<file path="src/sv/tlv_pkg.sv">
// ----------------------------------------------------------------------------
// TLV tag extractor package
// Shared widths, register indexes, parser phases, status codes and the
// length-width lookup used by the extractor and its channel interfaces.
// ----------------------------------------------------------------------------
package tlv_pkg;

  // Configuration port geometry.
  localparam int unsigned CfgIdxW  = 2;
  localparam int unsigned CfgDataW = 24;

  // Field widths.
  localparam int unsigned ByteW   = 8;
  localparam int unsigned ObjIdW  = 24;
  localparam int unsigned LenW    = 16;
  localparam int unsigned LenCntW = 2;
  localparam int unsigned StatusW = 2;

  // Configuration register indexes.
  localparam logic [CfgIdxW-1:0] REG_OBJECT_ID   = 2'd0;
  localparam logic [CfgIdxW-1:0] REG_TARGET_TAG  = 2'd1;
  localparam logic [CfgIdxW-1:0] REG_CAPACITY    = 2'd2;
  localparam logic [CfgIdxW-1:0] REG_LENGTH_ONLY = 2'd3;

  // Data objects and tags whose elements carry a two-byte length.
  localparam logic [ObjIdW-1:0] OBJ_FACIAL_IMAGE = 24'h5FC102;
  localparam logic [ObjIdW-1:0] OBJ_FINGERPRINT  = 24'hDFC103;
  localparam logic [ObjIdW-1:0] OBJ_SECURITY     = 24'hDFC10F;
  localparam logic [ByteW-1:0]  TAG_FACIAL_IMAGE = 8'h3E;
  localparam logic [ByteW-1:0]  TAG_FINGERPRINT  = 8'hBC;
  localparam logic [ByteW-1:0]  TAG_SECURITY     = 8'hBB;

  typedef enum logic [2:0] {
    PH_TAG,
    PH_LEN,
    PH_SKIP,
    PH_STREAM,
    PH_DONE
  } phase_e;

  typedef enum logic [StatusW-1:0] {
    ST_FOUND,
    ST_NOT_FOUND,
    ST_OVER_CAP,
    ST_TRUNCATED
  } status_e;

  // Number of length bytes per element for the selected object and tag.
  function automatic logic [LenCntW-1:0] length_width(input logic [ObjIdW-1:0] obj,
                                                      input logic [ByteW-1:0]  tag);
    logic [LenCntW-1:0] w;
    w = 2'd1;
    if ((obj == OBJ_FACIAL_IMAGE && tag == TAG_FACIAL_IMAGE) ||
        (obj == OBJ_FINGERPRINT  && tag == TAG_FINGERPRINT)  ||
        (obj == OBJ_SECURITY     && tag == TAG_SECURITY)) begin
      w = 2'd2;
    end
    return w;
  endfunction

endpackage

</file>
<file path="src/sv/tlv_in_if.sv">
// ----------------------------------------------------------------------------
// TLV record byte channel
// Valid/ready channel carrying one record byte and its end-of-record flag.
// ----------------------------------------------------------------------------
interface tlv_in_if;
  import tlv_pkg::*;

  logic             valid;
  logic             ready;
  logic [ByteW-1:0] data_byte;
  logic             last_byte;

  modport source (output valid, output data_byte, output last_byte, input ready);
  modport sink   (input valid, input data_byte, input last_byte, output ready);

endinterface

</file>
<file path="src/sv/tlv_out_if.sv">
// ----------------------------------------------------------------------------
// TLV result channel
// Valid/ready channel carrying value bytes, search status and tag length.
// ----------------------------------------------------------------------------
interface tlv_out_if;
  import tlv_pkg::*;

  logic               valid;
  logic               ready;
  logic [ByteW-1:0]   value_byte;
  logic               value_valid;
  logic               status_valid;
  logic [StatusW-1:0] status;
  logic [LenW-1:0]    tag_length;

  modport source (output valid, output value_byte, output value_valid,
                  output status_valid, output status, output tag_length,
                  input ready);
  modport sink   (input valid, input value_byte, input value_valid,
                  input status_valid, input status, input tag_length,
                  output ready);

endinterface

</file>
<file path="src/sv/tlv_tag_value_extractor.sv">
// ----------------------------------------------------------------------------
// TLV tag value extractor
// Parses a tag-length-value record one byte per transaction and returns the
// value or the length of the first element whose tag matches target_tag.
// ----------------------------------------------------------------------------
//
//  Channel   Dir  Handshake      Payload
//  --------  ---  -------------  ----------------------------------------------
//  in_i      in   valid/ready    data_byte, last_byte
//  out_o     out  valid/ready    value_byte, value_valid, status_valid,
//                                status, tag_length
//  cfg       in   cfg_we_i only  cfg_idx_i, cfg_data_i
//
//  One byte is accepted per cycle while the skid register is empty. The parser
//  state and the result are both computed from the accepted byte in the same
//  cycle; the result lands in a two-entry output buffer (output register plus
//  skid register) and is shown from the output register. The input is ready
//  whenever the skid register is empty, so a waiting result does not block the
//  next byte. Reset clears the parser, the configuration and the output buffer.
//
module tlv_tag_value_extractor (
  input  logic                         clk_i,
  input  logic                         rst_ni,
  input  logic                         cfg_we_i,
  input  logic [tlv_pkg::CfgIdxW-1:0]  cfg_idx_i,
  input  logic [tlv_pkg::CfgDataW-1:0] cfg_data_i,
  tlv_in_if.sink                       in_i,
  tlv_out_if.source                    out_o
);
  import tlv_pkg::*;

  typedef struct packed {
    logic [ByteW-1:0] value_byte;
    logic             value_valid;
    logic             status_valid;
    status_e          status;
    logic [LenW-1:0]  tag_length;
  } result_t;

  // Configuration registers.
  logic [ObjIdW-1:0] object_id_q;
  logic [ByteW-1:0]  target_tag_q;
  logic [LenW-1:0]   capacity_q;
  logic              length_only_q;

  // Parser state and its next values.
  phase_e             phase_q, phase_d;
  logic [LenCntW-1:0] len_left_q, len_left_d;
  logic               is_match_q, is_match_d;
  logic [LenW-1:0]    len_accum_q, len_accum_d;
  logic [LenW-1:0]    val_left_q, val_left_d;

  // State after the byte is parsed but before end-of-record rearming.
  phase_e             phase_s;
  logic [LenCntW-1:0] len_left_s;
  logic               is_match_s;
  logic [LenW-1:0]    len_accum_s;
  logic [LenW-1:0]    val_left_s;

  // Output buffer.
  result_t res;
  logic    has_res;
  result_t out_q, skid_q;
  logic    out_valid_q, skid_valid_q;

  logic in_acc, out_pop, push;

  assign in_i.ready = ~skid_valid_q;
  assign in_acc     = in_i.valid & in_i.ready;
  assign out_pop    = out_valid_q & out_o.ready;
  assign push       = in_acc & has_res;

  // --------------------------------------------------------------------------
  // Configuration writes. Indexes beyond the register list do not exist since
  // the index is exactly two bits wide.
  // --------------------------------------------------------------------------
  always_ff @(posedge clk_i or negedge rst_ni) begin
    if (!rst_ni) begin
      object_id_q   <= '0;
      target_tag_q  <= '0;
      capacity_q    <= '0;
      length_only_q <= 1'b0;
    end else if (cfg_we_i) begin
      case (cfg_idx_i)
        REG_OBJECT_ID:   object_id_q   <= cfg_data_i[ObjIdW-1:0];
        REG_TARGET_TAG:  target_tag_q  <= cfg_data_i[ByteW-1:0];
        REG_CAPACITY:    capacity_q    <= cfg_data_i[LenW-1:0];
        REG_LENGTH_ONLY: length_only_q <= cfg_data_i[0];
        default: ;
      endcase
    end
  end

  // --------------------------------------------------------------------------
  // Parse step: advance the parser by one record byte.
  // --------------------------------------------------------------------------
  always_comb begin
    phase_s     = phase_q;
    len_left_s  = len_left_q;
    is_match_s  = is_match_q;
    len_accum_s = len_accum_q;
    val_left_s  = val_left_q;
    case (phase_q)
      PH_TAG: begin
        is_match_s  = (in_i.data_byte == target_tag_q);
        len_accum_s = '0;
        len_left_s  = length_width(object_id_q, target_tag_q);
        phase_s     = PH_LEN;
      end
      PH_LEN: begin
        // Big-endian accumulation of the length bytes.
        len_accum_s = {len_accum_q[LenW-ByteW-1:0], in_i.data_byte};
        len_left_s  = (len_left_q == '0) ? '0 : len_left_q - 2'd1;
        if (len_left_s == '0) begin
          if (is_match_q) begin
            if (length_only_q || len_accum_s == '0 || len_accum_s > capacity_q) begin
              phase_s = PH_DONE;
            end else begin
              val_left_s = len_accum_s;
              phase_s    = PH_STREAM;
            end
          end else if (len_accum_s == '0) begin
            phase_s = PH_TAG;
          end else begin
            val_left_s = len_accum_s;
            phase_s    = PH_SKIP;
          end
        end
      end
      PH_SKIP, PH_STREAM: begin
        val_left_s = (val_left_q == '0) ? '0 : val_left_q - 16'd1;
        if (val_left_s == '0) begin
          phase_s = (phase_q == PH_SKIP) ? PH_TAG : PH_DONE;
        end
      end
      default: ;
    endcase
  end

  // Next state: the final byte of a record always rearms the parser.
  always_comb begin
    if (in_i.last_byte) begin
      phase_d     = PH_TAG;
      len_left_d  = '0;
      is_match_d  = 1'b0;
      len_accum_d = '0;
      val_left_d  = '0;
    end else begin
      phase_d     = phase_s;
      len_left_d  = len_left_s;
      is_match_d  = is_match_s;
      len_accum_d = len_accum_s;
      val_left_d  = val_left_s;
    end
  end

  always_ff @(posedge clk_i or negedge rst_ni) begin
    if (!rst_ni) begin
      phase_q     <= PH_TAG;
      len_left_q  <= '0;
      is_match_q  <= 1'b0;
      len_accum_q <= '0;
      val_left_q  <= '0;
    end else if (in_acc) begin
      phase_q     <= phase_d;
      len_left_q  <= len_left_d;
      is_match_q  <= is_match_d;
      len_accum_q <= len_accum_d;
      val_left_q  <= val_left_d;
    end
  end

  // --------------------------------------------------------------------------
  // Result for the accepted byte. A byte yields a result when it is a value
  // byte of the matched element or when it ends the search.
  // --------------------------------------------------------------------------
  always_comb begin
    res = '{value_byte: '0, value_valid: 1'b0, status_valid: 1'b0,
            status: ST_FOUND, tag_length: '0};
    case (phase_q)
      PH_LEN: begin
        if (len_left_s == '0 && is_match_q) begin
          res.tag_length = len_accum_s;
          if (length_only_q || len_accum_s == '0) begin
            res.status_valid = 1'b1;
          end else if (len_accum_s > capacity_q) begin
            res.status_valid = 1'b1;
            res.status       = ST_OVER_CAP;
          end
        end
      end
      PH_STREAM: begin
        res.value_byte  = in_i.data_byte;
        res.value_valid = 1'b1;
        res.tag_length  = len_accum_q;
        if (val_left_s == '0) begin
          res.status_valid = 1'b1;
        end
      end
      default: ;
    endcase

    // The record ends before the search has finished.
    if (in_i.last_byte && !res.status_valid && phase_s != PH_DONE) begin
      res.status_valid = 1'b1;
      if (phase_s == PH_STREAM) begin
        res.status     = ST_TRUNCATED;
        res.tag_length = len_accum_s;
      end else if (phase_s == PH_LEN && is_match_s) begin
        res.status     = ST_TRUNCATED;
        res.tag_length = '0;
      end else begin
        res.status     = ST_NOT_FOUND;
        res.tag_length = '0;
      end
    end
  end

  assign has_res = res.value_valid | res.status_valid;

  // --------------------------------------------------------------------------
  // Output register with a skid register behind it. New results go to the
  // skid register only while the output register is full and stalled.
  // --------------------------------------------------------------------------
  always_ff @(posedge clk_i or negedge rst_ni) begin
    if (!rst_ni) begin
      out_valid_q  <= 1'b0;
      skid_valid_q <= 1'b0;
    end else if (out_pop) begin
      out_valid_q  <= skid_valid_q | push;
      skid_valid_q <= 1'b0;
    end else if (!out_valid_q) begin
      out_valid_q <= push;
    end else if (push) begin
      skid_valid_q <= 1'b1;
    end
  end

  always_ff @(posedge clk_i) begin
    if (out_pop && skid_valid_q) begin
      out_q <= skid_q;
    end else if (push && (out_pop || !out_valid_q)) begin
      out_q <= res;
    end
    if (push && out_valid_q && !out_pop) begin
      skid_q <= res;
    end
  end

  assign out_o.valid        = out_valid_q;
  assign out_o.value_byte   = out_q.value_byte;
  assign out_o.value_valid  = out_q.value_valid;
  assign out_o.status_valid = out_q.status_valid;
  assign out_o.status       = out_q.status;
  assign out_o.tag_length   = out_q.tag_length;

  // --------------------------------------------------------------------------
  // Assertions
  // --------------------------------------------------------------------------
  a_skid_behind_out : assert property (@(posedge clk_i) disable iff (!rst_ni)
    skid_valid_q |-> out_valid_q)
    else $error("skid register holds a result while the output register is empty");

  a_stream_count : assert property (@(posedge clk_i) disable iff (!rst_ni)
    (phase_q == PH_STREAM || phase_q == PH_SKIP) |-> (val_left_q != '0))
    else $error("value phase entered with no value bytes left");

  a_len_count : assert property (@(posedge clk_i) disable iff (!rst_ni)
    (phase_q == PH_LEN) |-> (len_left_q != '0))
    else $error("length phase entered with no length bytes left");

  a_last_rearms : assert property (@(posedge clk_i) disable iff (!rst_ni)
    (in_acc && in_i.last_byte) |=> (phase_q == PH_TAG && !is_match_q))
    else $error("parser not rearmed after the last byte of a record");

endmodule
</file>
<file path="src/flat_wrapper.sv">
// flat-port wrapper written by rule: the top's interface ports become plain ports
module tlv_tag_value_extractor_flat import tlv_pkg::*;
  (clk_i, rst_ni, cfg_we_i, cfg_idx_i, cfg_data_i, in_i_valid, in_i_data_byte, in_i_last_byte, in_i_ready, out_o_valid, out_o_value_byte, out_o_value_valid, out_o_status_valid, out_o_status, out_o_tag_length, out_o_ready);
  tlv_in_if in_i_i ();
  tlv_out_if out_o_i ();
  input  logic clk_i;
  input  logic rst_ni;
  input  logic cfg_we_i;
  input  logic [tlv_pkg::CfgIdxW-1:0] cfg_idx_i;
  input  logic [tlv_pkg::CfgDataW-1:0] cfg_data_i;
  input wire logic [$bits(in_i_i.valid)-1:0] in_i_valid;
  input wire logic [$bits(in_i_i.data_byte)-1:0] in_i_data_byte;
  input wire logic [$bits(in_i_i.last_byte)-1:0] in_i_last_byte;
  output wire logic [$bits(in_i_i.ready)-1:0] in_i_ready;
  output wire logic [$bits(out_o_i.valid)-1:0] out_o_valid;
  output wire logic [$bits(out_o_i.value_byte)-1:0] out_o_value_byte;
  output wire logic [$bits(out_o_i.value_valid)-1:0] out_o_value_valid;
  output wire logic [$bits(out_o_i.status_valid)-1:0] out_o_status_valid;
  output wire logic [$bits(out_o_i.status)-1:0] out_o_status;
  output wire logic [$bits(out_o_i.tag_length)-1:0] out_o_tag_length;
  input wire logic [$bits(out_o_i.ready)-1:0] out_o_ready;
  assign in_i_i.valid = in_i_valid;
  assign in_i_i.data_byte = in_i_data_byte;
  assign in_i_i.last_byte = in_i_last_byte;
  assign in_i_ready = in_i_i.ready;
  assign out_o_valid = out_o_i.valid;
  assign out_o_value_byte = out_o_i.value_byte;
  assign out_o_value_valid = out_o_i.value_valid;
  assign out_o_status_valid = out_o_i.status_valid;
  assign out_o_status = out_o_i.status;
  assign out_o_tag_length = out_o_i.tag_length;
  assign out_o_i.ready = out_o_ready;
  tlv_tag_value_extractor u_core (.clk_i(clk_i), .rst_ni(rst_ni), .cfg_we_i(cfg_we_i), .cfg_idx_i(cfg_idx_i), .cfg_data_i(cfg_data_i), .in_i(in_i_i), .out_o(out_o_i));
endmodule
</file>
<file path="config.mk">
export PLATFORM = sky130hd
export DESIGN_NAME = tlv_tag_value_extractor_flat
export DESIGN_NICKNAME = d
export VERILOG_FILES = /design/src/sv/tlv_pkg.sv /design/src/sv/tlv_in_if.sv /design/src/sv/tlv_out_if.sv /design/src/sv/tlv_tag_value_extractor.sv /design/src/flat_wrapper.sv
export SDC_FILE = /design/constraint.sdc
export NUM_CORES = 1
export LEC_CHECK = 0
export ABC_AREA = 1
export BUFFER_PORTS_ARGS = -buffer_cell sky130_fd_sc_hd__buf_2
export CORE_ASPECT_RATIO = 0.75
export CORE_UTILIZATION = 65
export CTS_CLUSTER_DIAMETER = 80
export DETAILED_ROUTE_END_ITERATION = 8
export PLACE_DENSITY_LB_ADDON = 0.3
export SYNTH_ARGS = -nofsm -noshare
export SYNTH_HDL_FRONTEND = slang
export SYNTH_SLANG_ARGS = --single-unit
</file>
<file path="constraint.sdc">
create_clock -name clk_i -period 5.2 [get_ports clk_i]
set_input_delay 0.52 -clock clk_i [delete_from_list [all_inputs] [get_ports clk_i]]
set_output_delay 0.52 -clock clk_i [all_outputs]
set_load 0.02 [all_outputs]
</file>
Yosys cells after proc, flatten, opt, wreduce, memory -nomap -nowiden

Cells that the tools add are included.

Input port bits: 40
Flip-flop bits (word level): 145
Output and inout bits: 30
Word-level logic and storage cells: 128

Bitwise gates (word level): 6
Add/sub/neg operators: 2
Multiplexer cells: 42
Eq/ne operators: 16
Reductions and logical operators: 39
$lt $le $gt $ge: 2

Operator list:

| operator              | count |
|---|---|
| $mux 16               | 7 |
| $pmux 16 s2           | 3 |
| $logic_not 16->1      | 5 |
| $mux 28               | 2 |
| $eq 24x24->1 const B  | 2 |
| $mux 19               | 2 |
| $mux 18               | 2 |
| $gt 16x16->1          | 2 |
| $eq 24x23->1 const B  | 1 |
| $mux 3                | 7 |
| $eq 8x8->1 const B    | 2 |
| $sub 16x1->16 const B | 1 |
| $mux 2                | 6 |
| $logic_and 1x1->1     | 11 |
| $reduce_and 2->1      | 5 |
| $eq 3x2->1 const B    | 3 |
| $mux 1                | 9 |
| $mux 9                | 1 |
| $pmux 3 s3            | 1 |
| $eq 8x6->1 const B    | 1 |
| $eq 8x8->1            | 1 |
| $logic_not 2->1       | 4 |
| $eq 3x1->1 const B    | 2 |
| $logic_or 1x1->1      | 6 |
| 13 further kinds      | 21 |

Logic depth before layout (Yosys ltp)

Gate-level depths: netlist of the first run.

Depth after elaboration: 19
Gate-level depth with buffers: 27
Depth with buffers taken out: 26

Worst setup path before layout of the first run

No wires, ideal clock.

Path kind: reg2reg
From: register u_core.phase_q[2]
To: register u_core.out_q (netlist bit u_core.out_o.status[0]), enable pin
Setup time: 0.452 ns
Clock period less this slack: 3.407 ns
Setup slack: 1.793 ns
Buffers on the path: 1
Arrival time: 2.955 ns
Required time: 4.748 ns
Cell stages (with the launch flop): 18
Cell sequence: dfrtp_1 -> nor2_1 -> nand2_2 -> buf_2 -> o22ai_1 -> ha_1 -> a21oi_1 -> nor2_1 -> a211oi_1 -> o221ai_1 -> nand2_1 -> o2111ai_1 -> nand2_1 -> nor2_1 -> nor2_2 -> nand4_2 -> nand3_1 -> nand2_1

Word-level cells in the longest chain between the ends: 15
Elaborated cells between the ends (all ways): 33
Classes of those cells: 1 x order compare; 4 x eq/ne; 14 x mux; 2 x bitwise; 12 x reduce/logical

Ends and longest elaborated chain:

| item                                                    | RTL line                                                       | RTL |
|---|---|---|
| start, declared                                         | tlv_tag_value_extractor.sv:47                                  | `phase_e phase_q, phase_d;` |
| start signal, assigned                                  | tlv_tag_value_extractor.sv:165                                 | `phase_q <= phase_d;` |
| $eq 3x1->1 / $logic_not 3->1 (equally long branches)    | tlv_tag_value_extractor.sv:103, tlv_tag_value_extractor.sv:180 |  |
| $pmux 16 s2                                             | tlv_tag_value_extractor.sv:103                                 | `case (phase_q)` |
| $gt 16x16->1 / $logic_not 16->1 (equally long branches) | tlv_tag_value_extractor.sv:186, tlv_tag_value_extractor.sv:184 |  |
| $mux 3 / $logic_or 1x1->1 (equally long branches)       | tlv_tag_value_extractor.sv:186, tlv_tag_value_extractor.sv:184 |  |
| $mux 1                                                  | tlv_tag_value_extractor.sv:184                                 | `if (length_only_q \|\| len_accum_s == '0) begin` |
| $mux 19                                                 | tlv_tag_value_extractor.sv:182                                 | `if (len_left_s == '0 && is_match_q) begin` |
| $pmux 1 s2                                              | tlv_tag_value_extractor.sv:180                                 | `case (phase_q)` |
| $logic_not 1->1                                         | tlv_tag_value_extractor.sv:204                                 | `if (in_i.last_byte && !res.status_valid && phase_s != PH_DONE) begin` |
| $logic_and 1x1->1 (2 in series)                         | tlv_tag_value_extractor.sv:204                                 |  |
| $mux 19                                                 | tlv_tag_value_extractor.sv:204                                 |  |
| $or 1x1->1 *                                            | tlv_tag_value_extractor.sv:219                                 | `assign has_res = res.value_valid \| res.status_valid;` |
| $and 1x1->1 *                                           | tlv_tag_value_extractor.sv:71                                  | `assign push = in_acc & has_res;` |
| $logic_and 1x1->1 *                                     | tlv_tag_value_extractor.sv:242                                 | `end else if (push && (out_pop \|\| !out_valid_q)) begin` |
| $reduce_bool 2->1 (no source line) *                    | -                                                              |  |
| end signal, assigned                                    | tlv_tag_value_extractor.sv:241                                 | `out_q <= skid_q;` |
| end signal, assigned                                    | tlv_tag_value_extractor.sv:243                                 | `out_q <= res;` |
| end, declared                                           | tlv_tag_value_extractor.sv:63                                  | `result_t out_q, skid_q;` |

Mark *: on every way between the ends. The rest lies on a longest branch, timed or not.
A chain may end at the register's enable or synchronous reset.

Worst setup path after layout of the first run

From: register u_core.phase_q[2]
To: register u_core.out_q (netlist bit u_core.out_o.tag_length[9]), enable pin

The elaborated chain is that of the path after synthesis.

==> results.md, run 1 <==
- Sequential fraction of the synthesis area: ~48%
- Iter 0 DRT Violations: 1,009
- Htree depth: 4
- EDFF count, synth: 56
- Synth area leader: dfrtp_1
- IO buf count: a little under 70
- Post-CTS Setup Inserts: 0
- Critical path data arrival time: 4.44 ns
- Yosys reg bits: 145
- DRT Pass-1 Iters: 7
- CTS tree: done
- Post-Syn Nets: approximately 1,100
- Antenna Nets Post-Route: 0
- GPL Wtd Cong: approximately 0.93
- CP most frequent cell: nand2_1
- Num CTS Buffers: 17
- Area share of the largest cell type after synthesis: between 20% and 30%
- Worst-Skew Late Latency: approximately 0.43 ns
- Switching Fraction: between 40% and 50%
- Drt total wl: 21.16 mm
- Crit-path max cell delay: between 0.4 and 0.5 ns
- CP endpoint kind: flip-flop
- Clock power frac: a little under a quarter
- Clock Sinks: approximately 150
- Post-DP HPWL: around 15 mm
- Routed length per instance: 16.95 um
- Crit path launch type: flip-flop
- Max Fclk: between 0.2 and 0.25 GHz
- Status: finished, violations left
- Initial Util: approximately 67%
- Syn_area_per_cell: between 8 and 9 sq um
- Count leader, synth: nand2_1
- Final design utilization: between 70 and 80%
- P_int: just under 3 mW
- Initial antenna violation count: 0
- Cell family with most CP delay: simple AND/OR/NAND/NOR gates
- DIE AREA: approximately 13,000 sq um
- Row count: 35
- Post-Syn Area: around 8000 sq um
- Area growth syn-to-layout: 12.58%
- Comb pwr share: 45.2%
- Clk buf depth: 2
- Clk root buf: clkbuf_16
- Top FF cell, synth: dfrtp_1
- Async set or reset register ratio after synthesis: 61.38%
- Slew at the pin closest to its max-slew limit: around 1.0 ns
- Failing checks: DRC
- Largest net degree at the start of global routing: 61
- NetSw: about 2.3 mW
- Leakage: approximately 4.4 nW
- TNS Setup: 0 ns
- Skew final: between 0.01 and 0.015 ns
- Final setup vio count: 0
- YS warnings: 0
- Die Y: a little under 100 um
- Critical path peak fanout: 35
- Layout fillers: roughly 900
- CP cell instances: nor2_1 > nand2_2 > nand2_2 > o22ai_1 > ha_1 > nand2_1 > inv_1 > nand3_1 > nor3_1 > nand2_1 > o2111ai_1 > nand2_1 > nor2_1 > nor2_2 > nand4_2 > nand3_1 > nand2_1 > buf_4
- Number of global-route vias before repair: between 6,000 and 7,000
- Clock-pin slew of the registers on the worst-case setup and hold paths: approximately 0.06 ns
- Grt ovf: 0
- RSZ-0062 raised after global routing: no
- Final min period: ~4.3 ns
- Vias: about 7,400
- Worst Hold Class: in2async
- Pwr/cell area: roughly 560 nW/um^2
- Total Routing Usage GR: between 30% and 40%
- Vias/cell: ~6.0
- Netlist cell types: between 40 and 50
- Multi-input logic area: around 3700 sq um
- WP data required: 5.29 ns
- First-pass GRT wire length: about 35 mm
- Peak VDD IR: 0.6073 mV
- Register area: about 3900 sq um
- Final slew viol count: 0
- Final Hold Viols: 0
- # IOs: 70
- Sequential power share: approximately 31%
- Core box area: about 12,000 sq um
- ANT cells: 0
- Relative slew slack: approximately a third
- CP max-delay cell: nand2_2
- Gate Count Post-Synth: between 1,000 and 1,500
- Synth top area cells: dfrtp_1 27%, edfxtp_1 20%, nand2_1 12%, inv_1 5.4%, ha_1 5.0%
- Max-cap violations: 0
- Cts hold-fix bufs: 0
- Final period util: a little over four fifths
- Cts repair resizes: 0
- Die Width: 131.8 um
- Most frequent cells after synthesis: 269 x nand2_1, 119 x inv_1, 89 x dfrtp_1
- Layout cells sized above 1: between 10 and 15%
- Nets: between 1,000 and 1,500
- Drt drc: 2
- WS Path Type: reg2reg
- Worst Path Buf+Inv: 2
[flip-flops by register name (all words and copies together), names as in the netlist, 3 cells and up]
| name | count |
|---|---|
| u_core.capacity_q | 16 |
| u_core.len_accum_q | 16 |
| u_core.out_o.tag_length | 16 |
| u_core.phase_q | 3 |
| u_core.skid_q | 28 |
| u_core.out_o.value_byte | 8 |
| u_core.object_id_q | 24 |
| u_core.target_tag_q | 8 |
| u_core.val_left_q | 16 |
[stage by stage]
step	power, mW	area [sq um]	std cells	hold WS (ns)	worst slack [ns]
global route	5.527	9246	1248	0.04771	0.5311
detailed placement	3.884	8658	1216	0.4620	1.139
floorplan	3.373	8213	1011	0.2244	1.793
finish	5.172	9246	1248	0.005111	0.8534
CTS	5.117	9246	1248	0.02341	1.064
global placement	3.828	8658	1216	0.4578	1.341
[layout by cell type (no fill, tap or decap), types with 2 or more instances in the layout]
cell type / n
a211oi_1: 2
a21oi_1: 48
a31oi_1: 2
buf_2: 68
buf_4: 8
bufinv_16: 2
clkbuf_1: 2
clkbuf_16: 18
clkinv_2: 3
clkinv_4: 3
dfrtp_1: 89
edfxtp_1: 56
ha_1: 33
inv_1: 119
inv_2: 7
inv_4: 2
mux2_2: 3
nand2_1: 269
nand2_2: 7
nand3_1: 61
nand3_2: 3
nand3_4: 2
nand4_1: 15
nor2_1: 59
nor2_2: 6
nor2_4: 4
nor3_1: 12
nor4_1: 9
o21ai_0: 80
o21ai_1: 2
o221ai_1: 2
o22ai_1: 58
or2_2: 2
xor2_1: 8
[routing by layer]
metal  part of all wire [%]  GRT usage, %  up-vias
met3                    9.9         6.830       72
li1                       -             -     3536
met1                     42         47.26     3398
met2                     44         51.97      429
met5                      0             0        -
met4                    3.5         16.82        0
[power by group through the flow]
stage	sequential, mW	combinational (mW)	clock, mW
finish	1.61	2.34	1.22
floorplan	1.63	1.74	0
detailed placement	1.62	2.26	0
CTS	1.60	2.29	1.23
global placement	1.61	2.21	0
global route	1.63	2.62	1.27
[worst reg2reg max path, delay by kind of cell, from the launching register on]
| kind | cells | cell delay [ns] |
|---|---|---|
| AND/OR/NAND/NOR | 13 | 2.48 |
| flip-flops | 1 | 0.44 |
| buffers and inverters | 2 | 0.43 |
| adder cells (fa/ha/maj) | 1 | 0.35 |
| AO/OA/AOI/OAI | 2 | 0.30 |
[final timing paths]
| path | start | end | slack (ns) | cells after the start |
|---|---|---|---|---|
| min reg2reg | u_core.object_id_q[14] | u_core.object_id_q[14] | 0.48 | 2 |
| max in group asynchronous | rst_ni | u_core.len_accum_q[3] | 4.07 | 2 |
| min | rst_ni | u_core.object_id_q[10] | 0.005 | 1 |
| max reg2reg | u_core.phase_q[2] | u_core.out_o.tag_length[9] | 0.85 | 18 |
| max | u_core.phase_q[2] | u_core.out_o.tag_length[9] | 0.85 | 18 |
| min in group clk_i | cfg_data_i[23] | u_core.object_id_q[23] | 0.32 | 2 |
[final cells by class]
class	instances	share of cell area [%]
clock buffer	20	4.953
clock inverter	12	1.407
inverter	127	5.156
multi-input combinational	702	39.63
sequential	145	42.27
tap	166	2.246
timing repair buffer	76	4.330
[cell families (layout without fill, tap and decap cells)]
| group | Yosys count | count (layout) | synth area share, % |
|---|---|---|---|
| adder cells (fa/ha/maj) | 33 | 33 | 5.027 |
| buffers and inverters | 164 | 235 | 7.846 |
| flip-flops | 145 | 145 | 47.59 |
| multiplexers | 3 | 3 | 0.4113 |
| AO/OA/AOI/OAI | 201 | 201 | 13.60 |
| XOR/XNOR | 9 | 9 | 0.9598 |
| AND/OR/NAND/NOR | 456 | 456 | 24.56 |
(Power assumes the default switching activity.)
==> inputs of run 2 (changes only) <==
- ABC_AREA: 1 -> 0
- CORE_UTILIZATION: 65 -> 55
- clock period: 5.2 -> 3.9 ns (I/O delays scaled with it)
==> results.md, run 2 <==
- Vias: 7,081 (-4.8%)
- # IOs: 70 (unchanged)
- Count leader, synth: dfrtp_1
- Register area: 3909 sq um (unchanged)
- Crit-path max cell delay: 0.51 ns (+0.06 ns)
- Clock Sinks: 145 (unchanged)
- Largest register by flop count: u_core.skid_q
- Gate Count Post-Synth: 786 (-22%)
- Most frequent cells in the layout: 89 x dfrtp_1, 73 x mux2_2, 68 x buf_2
- Grt ovf: 0 (unchanged)
- Final design utilization: 66.07% (-9.1 points)
- Multi-input logic area: 4277 sq um (+17%)
- YS warnings: 0 (unchanged)
- RSZ-0062 raised after global routing: no
- Final setup vio count: 0 (unchanged)
- Number of global-route vias before repair: 6,782 (-3.1%)
- Final Hold Viols: 0 (unchanged)
- Layout fillers: 1,184 (+33%)
- WP data required: 4.16 ns (-1.13 ns)
- Max-cap violations: 0 (unchanged)
- Leading cell type in the layout, fill and taps excluded: dfrtp_1
- Final std cells w/o fill: 1,097 (-12%)
- DIE AREA: 16,010 sq um (+22%)
- Cells after DPL: 1,064 (-13%)
- CP max-delay cell: nor4_1
- First-pass GRT wire length: 38.21 mm (+9.9%)
- Pwr/cell area: 752.4 nW/um^2 (+35%)
- Routed length per instance: 22.22 um (+31%)
- Overall Power: 7.545 mW (+46%)
- Final min period: 3.623 ns (-0.7237 ns)
- Critical path peak fanout: 8 (-77%)
- Crit path launch type: flip-flop
- Worst Hold Class: in2async
- Sequential fraction of the synthesis area: 45.83% (-1.8 points)
- Max reg flops: 28 (unchanged)
- Max Fclk: 0.2760 GHz (+20%)
- Drt total wl: 24.38 mm (+15%)
- Clk buf depth: 2 (unchanged)
- Dpl cell area: 9358 sq um (+8.1%)
- Synth top area cells: dfrtp_1 26%, edfxtp_1 20%, mux2_2 9.6%, a22o_1 5.1%, ha_1 4.8%
- WS Path Type: reg2reg
- Nets: 952 (-17%)
- Peak VDD IR: 0.3878 mV (-36%)
- Relative slew slack: 35.66% (+4.3 points)
- Clock-pin slew of the registers on the worst-case setup and hold paths: 0.07 ns (about the same)
- Final period util: 92.89% (+9.3 points)
- Core box area: 15,180 sq um (+23%)
- Post-Syn Nets: 859 (-21%)
- Layout cells sized above 1: 30.94% (+18 points)
- DRT Pass-1 Iters: 6 (-1)
- Pre-CTS setup slack: 0.08348 ns (-1.055 ns)
- Post-DP HPWL: 18.03 mm (+24%)
- Iter 0 DRT Violations: 748 (-26%)
- Final setup margin: 0.2771 ns (-0.5763 ns)
- Die Y: 109.8 um (+11%)
- TNS Setup: 0 ns (unchanged)
- Worst-Skew Late Latency: 0.43 ns (about the same)
- CP endpoint kind: flip-flop
- Num CTS Buffers: 17 (unchanged)
- Most frequent cells after synthesis: 89 x dfrtp_1, 73 x mux2_2, 58 x nand2_1
- Area share of the largest cell type after synthesis: 26.12% (-1.0 points)
- Total Routing Usage GR: 31.77% (-2.4 points)
- Drt drc: 0 (-2)
- Synth area leader: dfrtp_1
- Row count: 39 (+11%)
- Antenna Nets Post-Route: 0 (unchanged)
- EDFF count, synth: 56 (unchanged)
- CP cell instances: inv_1 > ha_1 > nand4_2 > nor4_4 > a21bo_2 > a31o_2 > nand4_1 > o311ai_0 > nor4_1 > nand4_1 > a21oi_1
- Clk root buf: clkbuf_16
- IO buf count: 69 (unchanged)
- Htree depth: 4 (unchanged)
- Netlist cell types: 90 (+100%)
- CTS tree: done
- Post-Layout Inst Area: 10,030 sq um (+8.4%)
- Skew final: 0.008916 ns (-0.001702 ns)
- Cts hold-fix bufs: 0 (unchanged)
- Post-Syn Area: 8528 sq um (+3.8%)
- Biggest registers after layout: u_core.skid_q x28, u_core.object_id_q x24
- Area growth syn-to-layout: 17.58%
- Critical path data arrival time: 3.88 ns (-0.56 ns)
- Hold_ws: 0.07631 ns (+0.07120 ns)
- Initial Util: 56.20% (-11 points)
- Die Width: 145.8 um (+11%)
- GPL Wtd Cong: 1.002 (+7.8%)
- Slew at the pin closest to its max-slew limit: 0.9609 ns (-0.06618 ns)
- ANT cells: 0 (unchanged)
- Status: finished clean
- Initial antenna violation count: 0 (unchanged)
- Largest net degree at the start of global routing: 63 (+3.3%)
- CP most frequent cell: nand4_1
- Async set or reset register ratio after synthesis: 61.38% (unchanged)
- Vias/cell: 6.455 (+8.3%)
- Yosys reg bits: 145 (unchanged)
- Leakage: 4.353 nW (-1.1%)
- Syn_area_per_cell: 10.85 sq um (+34%)
- Top FF cell, synth: dfrtp_1
- Final slew viol count: 0 (unchanged)
==> run 2: changes by cell type after synthesis, sizes merged, moves of 10 or more <==
| cell | change |
|---|---|
| and3 | +11 |
| o21ai | -35 |
| a21oi | -16 |
| nand3 | -52 |
| inv | -92 |
| buf | +10 |
| o22ai | -52 |
| mux2 | +71 |
| nor2 | -36 |
| a22o | +50 |
| nand2 | -217 |
==> run 2: routing by layer <==
layer  share of wire [%]  global-route usage, %
met5                   0                      0
met4                 2.7                  13.53
met3                  11                  10.29
met2                  43                  47.16
met1                  43                  42.77
==> run 2: kinds of logic (layout without fill, tap and decap cells) <==
| family | count (synthesis) | after routing | share of synthesized area (%) |
|---|---|---|---|
| mux | 75 | 75 | 9.932 |
| simple gates | 222 | 222 | 14.85 |
| fa+ha+maj | 33 | 33 | 4.842 |
| flops | 145 | 145 | 45.83 |
| buf+inv | 86 | 192 | 4.489 |
| compound gates | 214 | 214 | 18.93 |
| xor+xnor | 11 | 11 | 1.130 |
==> run 2: final cells by class <==
| type | instances | area share [%] |
|---|---|---|
| Clock buffer | 20 | 4.991 |
| Clock inverter | 12 | 1.435 |
| Inverter | 34 | 1.273 |
| Multi-Input combinational cell | 555 | 42.65 |
| Sequential cell | 145 | 38.98 |
| Tap cell | 205 | 2.558 |
| Timing Repair Buffer | 126 | 8.111 |
==> run 2: worst max-delay path, delay by kind of cell, from the launching register on <==
family,cells,cell delay (ns)
adder cells (fa/ha/maj),1,0.33
flip-flops,1,0.36
buffers and inverters,1,0.09
AO/OA/AOI/OAI,4,1.10
AND/OR/NAND/NOR,5,1.58
==> run 2: report_power, final <==
part | total [mW] | switching (mW) | internal (mW)
Combinational | 3.55 | 2.17 | 1.39
Clock | 1.75 | 0.718 | 1.03
Sequential | 2.24 | 0.292 | 1.95
Total | 7.54 | 3.18 | 4.37
==> run 2: what timing repair did <==
action | 4_1_cts | 5_1_grt
endpoints found under the setup margin | 0 | 60
setup buffers | 0 | 1
gates resized for setup | 0 | 5
==> run 2: final timing paths <==
check,depth (start not counted),startpoint,end,slack (ns)
worst min-delay path,1,rst_ni,u_core.target_tag_q[1],0.08
worst max register to register,11,u_core.capacity_q[13],u_core.out_o.status_valid,0.28
max in group asynchronous,2,rst_ni,u_core.capacity_q[10],2.93
worst max-delay path,11,u_core.capacity_q[13],u_core.out_o.status_valid,0.28
worst min register to register,1,u_core.object_id_q[1],u_core.object_id_q[1],0.51
min in group clk_i,2,cfg_data_i[16],u_core.object_id_q[16],0.20
